## src/rtl/core/tccw_addr.sv

```systemverilog
// Shared cell address unit: row * COLUMNS + col.
// Depends on nothing but its parameters; used for cursor writes, reads and shown position.
module tccw_addr #(
    parameter int COLUMNS = 80,
    parameter int RW      = 5,
    parameter int CW      = 7,
    parameter int AW      = 11
) (
    input  logic [RW-1:0] i_row,
    input  logic [CW-1:0] i_col,
    output logic [AW-1:0] o_addr
);

    // row is below ROWS whenever the result is used, so AW bits hold it
    assign o_addr = AW'(i_row) * AW'(COLUMNS) + AW'(i_col);

endmodule

```

## config.mk

```make
export PLATFORM = sky130hd
export DESIGN_NAME = tccw_addr
export DESIGN_NICKNAME = d
export VERILOG_FILES = /design/src/rtl/core/tccw_addr.sv
export SDC_FILE = /design/constraint.sdc
export NUM_CORES = 1
export LEC_CHECK = 0
export BUFFER_PORTS_ARGS = -buffer_cell sky130_fd_sc_hd__buf_2
export CAP_MARGIN = 20
export CORE_AREA = 2 2 39 41
export DETAILED_ROUTE_END_ITERATION = 6
export DIE_AREA = 0 0 41 43
export GPL_ROUTABILITY_DRIVEN = 0
export SLEW_MARGIN = 15
export SYNTH_ARGS = -nofsm -noshare
export SYNTH_HDL_FRONTEND = slang
export SYNTH_SLANG_ARGS = --single-unit
```

## constraint.sdc

```tcl
create_clock -name vclk -period 1.7
set_input_delay 0.17 -clock vclk [all_inputs]
set_output_delay 0.17 -clock vclk [all_outputs]
set_load 0.05 [all_outputs]
```

==> results.yml <==
run_status:
  run_status: "finished, violations left"
  failed_checks: "negative setup slack"
floorplan:
  standard_cell_row_count: 14
  core_region_area_mm2: 0.001384
  floorplan.die.width_um: 41
  initial_utilization: 0.2125
  die_height_um: 43
  floorplan.io_pins: 23
  die_area_mm2: 0.001763
placed_design:
  dpl.hpwl_um: 598.6
  post-place-cells: 66
  buffer_ports.inserted: 15
synthesis:
  synth_warnings: 0
  post_synth_and_or_nand_nor_area_fraction: 0.05957
  netlist_area_um2: 294.0
  synth_mux_area_frac: 0
  postSynthNetCount: 54
  synth_top_area_cell: "sky130_fd_sc_hd__ha_1"
  synthDistinctLibCells: 10
  yosys-top-cells-count: "sky130_fd_sc_hd__ha_1, sky130_fd_sc_hd__buf_4, sky130_fd_sc_hd__xnor2_1"
  adder_cell_area_share_of_the_yosys_netlist: 0.5191
  synthMostInstantiatedCell: "sky130_fd_sc_hd__ha_1"
  synth_top_cell_area_share: 0.3830
  synth_compound_gate_area_share: 0.1106
  postSynthCellCount: 31
  main_combinational_cell_family_by_area_after_synthesis: "adder cells"
  syn_avg_cell_area_um2: 9.485
  yosys.area_share.xor_xnor: 0.2085
  synth_seq_area_share: 0
  synth.area.top_cells: "sky130_fd_sc_hd__ha_1, sky130_fd_sc_hd__fa_1, sky130_fd_sc_hd__xnor2_1, sky130_fd_sc_hd__buf_4, sky130_fd_sc_hd__xor2_1"
route:
  detail_route.wl_per_cell_um: 10.57
  routed_via_density: 4.232
  wl_um: 729
  initialDrtViolationCount: 0
  detailedRoute.firstPassIterationCount: 1
  drtAntennaViolNets: 0
  remaining_routing_drc_violations: 0
  routed-via-count: 292
timing:
  setup_slack_ns: -0.3804
  final-hold-violation-count: 0
  final_worst_path_period_share: 1.224
  setup_total_negative_slack_ns: -0.9939
  slew-limit-headroom: 0.8294
  finalMaxSlewViolations: 0
  grt_setup_unrepaired: "true"
  maximum_frequency_from_static_timing_analysis_mhz: 480.7
  worstMarginPinSlew_ns: 0.2547
  setup_viol: 3
  period_minus_slack_ns: 2.080
critical_path:
  critical_path_arrival_ns: 1.91
  worst_ep_required_ns: 1.53
  worst-path-max-fanout: 2
  crit_path_end_kind: "output pin"
  critical_path_class: "input pin to output pin"
  crit_path_start_kind: "input pin"
finish:
  area_growth_pct: 108.5
  final_cells: 69
  layout-drive-gt1-share: 0.7547
  layout.nets: 78
  num-clock-buffers: 0
  diodes: 0
  fraction_of_the_core_area_covered_by_cells_at_the_end_of_the_flow: 0.4430
  numSequentialCells: 0
  seqCellArea_um2: 0
grt:
  largest_net_degree_at_the_start_of_global_routing: 4
  grt_first_pass_wirelength_mm: 1.248
  grt-ovfl-total: 0
  grt_usage: 0.09808
  grt_antenna_before_repair: 0
  first_global_vias: 301
min_path:
  holdCritPathClass: "input pin to output pin"
pwr:
  ir_drop_uv: 400.0
  leakage_power_nw: 0.3050
  fin_total_pwr_w: 0.0004571
  power.density_mw_per_mm2: 745.6
run:
  cap_violations: 0
clock_tree:
  holdBufCountCts: 0
cells in the final DEF (no fill, tap or decap):
cell / netlist / layout
sky130_fd_sc_hd__nor2_2: 0 / 1
sky130_fd_sc_hd__a21oi_4: 0 / 1
sky130_fd_sc_hd__buf_4: 4 / 10
sky130_fd_sc_hd__a21oi_1: 2 / 1
sky130_fd_sc_hd__buf_8: 0 / 1
sky130_fd_sc_hd__ha_4: 0 / 3
sky130_fd_sc_hd__a21o_1: 3 / 3
sky130_fd_sc_hd__nand4_1: 1 / 1
sky130_fd_sc_hd__fa_2: 0 / 1
sky130_fd_sc_hd__xor2_2: 0 / 3
sky130_fd_sc_hd__xnor2_2: 0 / 3
sky130_fd_sc_hd__ha_2: 0 / 1
sky130_fd_sc_hd__fa_1: 2 / 1
sky130_fd_sc_hd__buf_2: 0 / 8
sky130_fd_sc_hd__buf_6: 0 / 7
sky130_fd_sc_hd__ha_1: 9 / 5
sky130_fd_sc_hd__xnor2_4: 0 / 1
sky130_fd_sc_hd__nand2_1: 2 / 2
logic make-up after synthesis:
logic type,Yosys count
fa+ha+maj,11
xor+xnor,7
compound gates,5
simple gates,4
buf+inv,4
worst max-delay path: stages:
cell and delay [ns]:
sky130_fd_sc_hd__buf_8 0.10, sky130_fd_sc_hd__ha_4 0.23, sky130_fd_sc_hd__ha_4 0.16, sky130_fd_sc_hd__fa_2 0.53
sky130_fd_sc_hd__nand4_1 0.14, sky130_fd_sc_hd__xnor2_2 0.26, sky130_fd_sc_hd__xnor2_4 0.14, sky130_fd_sc_hd__buf_6 0.17
report_power, final:
| group | switching, W | leakage [nW] | internal, W |
|---|---|---|---|
| logic | 0.000253 | 0.305 | 0.000204 |
| registers | 0 | 0 | 0 |
| clock network | 0 | 0 | 0 |
| total | 0.000253 | 0.305 | 0.000204 |
what timing repair did:
| item | in CTS | in global routing |
|---|---|---|
| pin swaps | 10 | 5 |
| buffers inserted | 2 | 1 |
| hold endpoints to repair | 0 | 0 |
| endpoints found under the setup margin | 4 | 4 |
| resized for setup | 16 | 3 |
final cells by class:
class,instances,area (µm²)
Tap cell,16,20.02
Timing Repair Buffer,26,209.0
Multi-Input combinational cell,27,384.1
Fill cell,136,770.7
stage by stage:
stage / instance area (µm²) / hold slack, ns / worst slack (ns)
6_report: 613.1 / 0.3400 / -0.3804
5_1_grt: 613.1 / 0.3401 / -0.4617
4_1_cts: 595.6 / 0.3404 / -0.4241
3_5_place_dp: 513.0 / 0.3404 / -0.5703
3_3_place_gp: 513.0 / 0.3404 / -0.5357
2_1_floorplan: 387.9 / 0.4568 / -0.3529
per-layer routing:
layer / share of wire / up-vias / global-route usage
met5: 0 / - / 0
met4: 0 / 0 / 0
met3: 0.034 / 0 / 0.01047
met2: 0.59 / 6 / 0.1813
met1: 0.37 / 140 / 0.1217
li1: - / 146 / -
final timing paths:
check / cells past startpoint / startpoint / to
min: 0 / i_col[3] / o_addr[3]
max: 8 / i_row[3] / o_addr[10]
(Power assumes the default switching activity.)
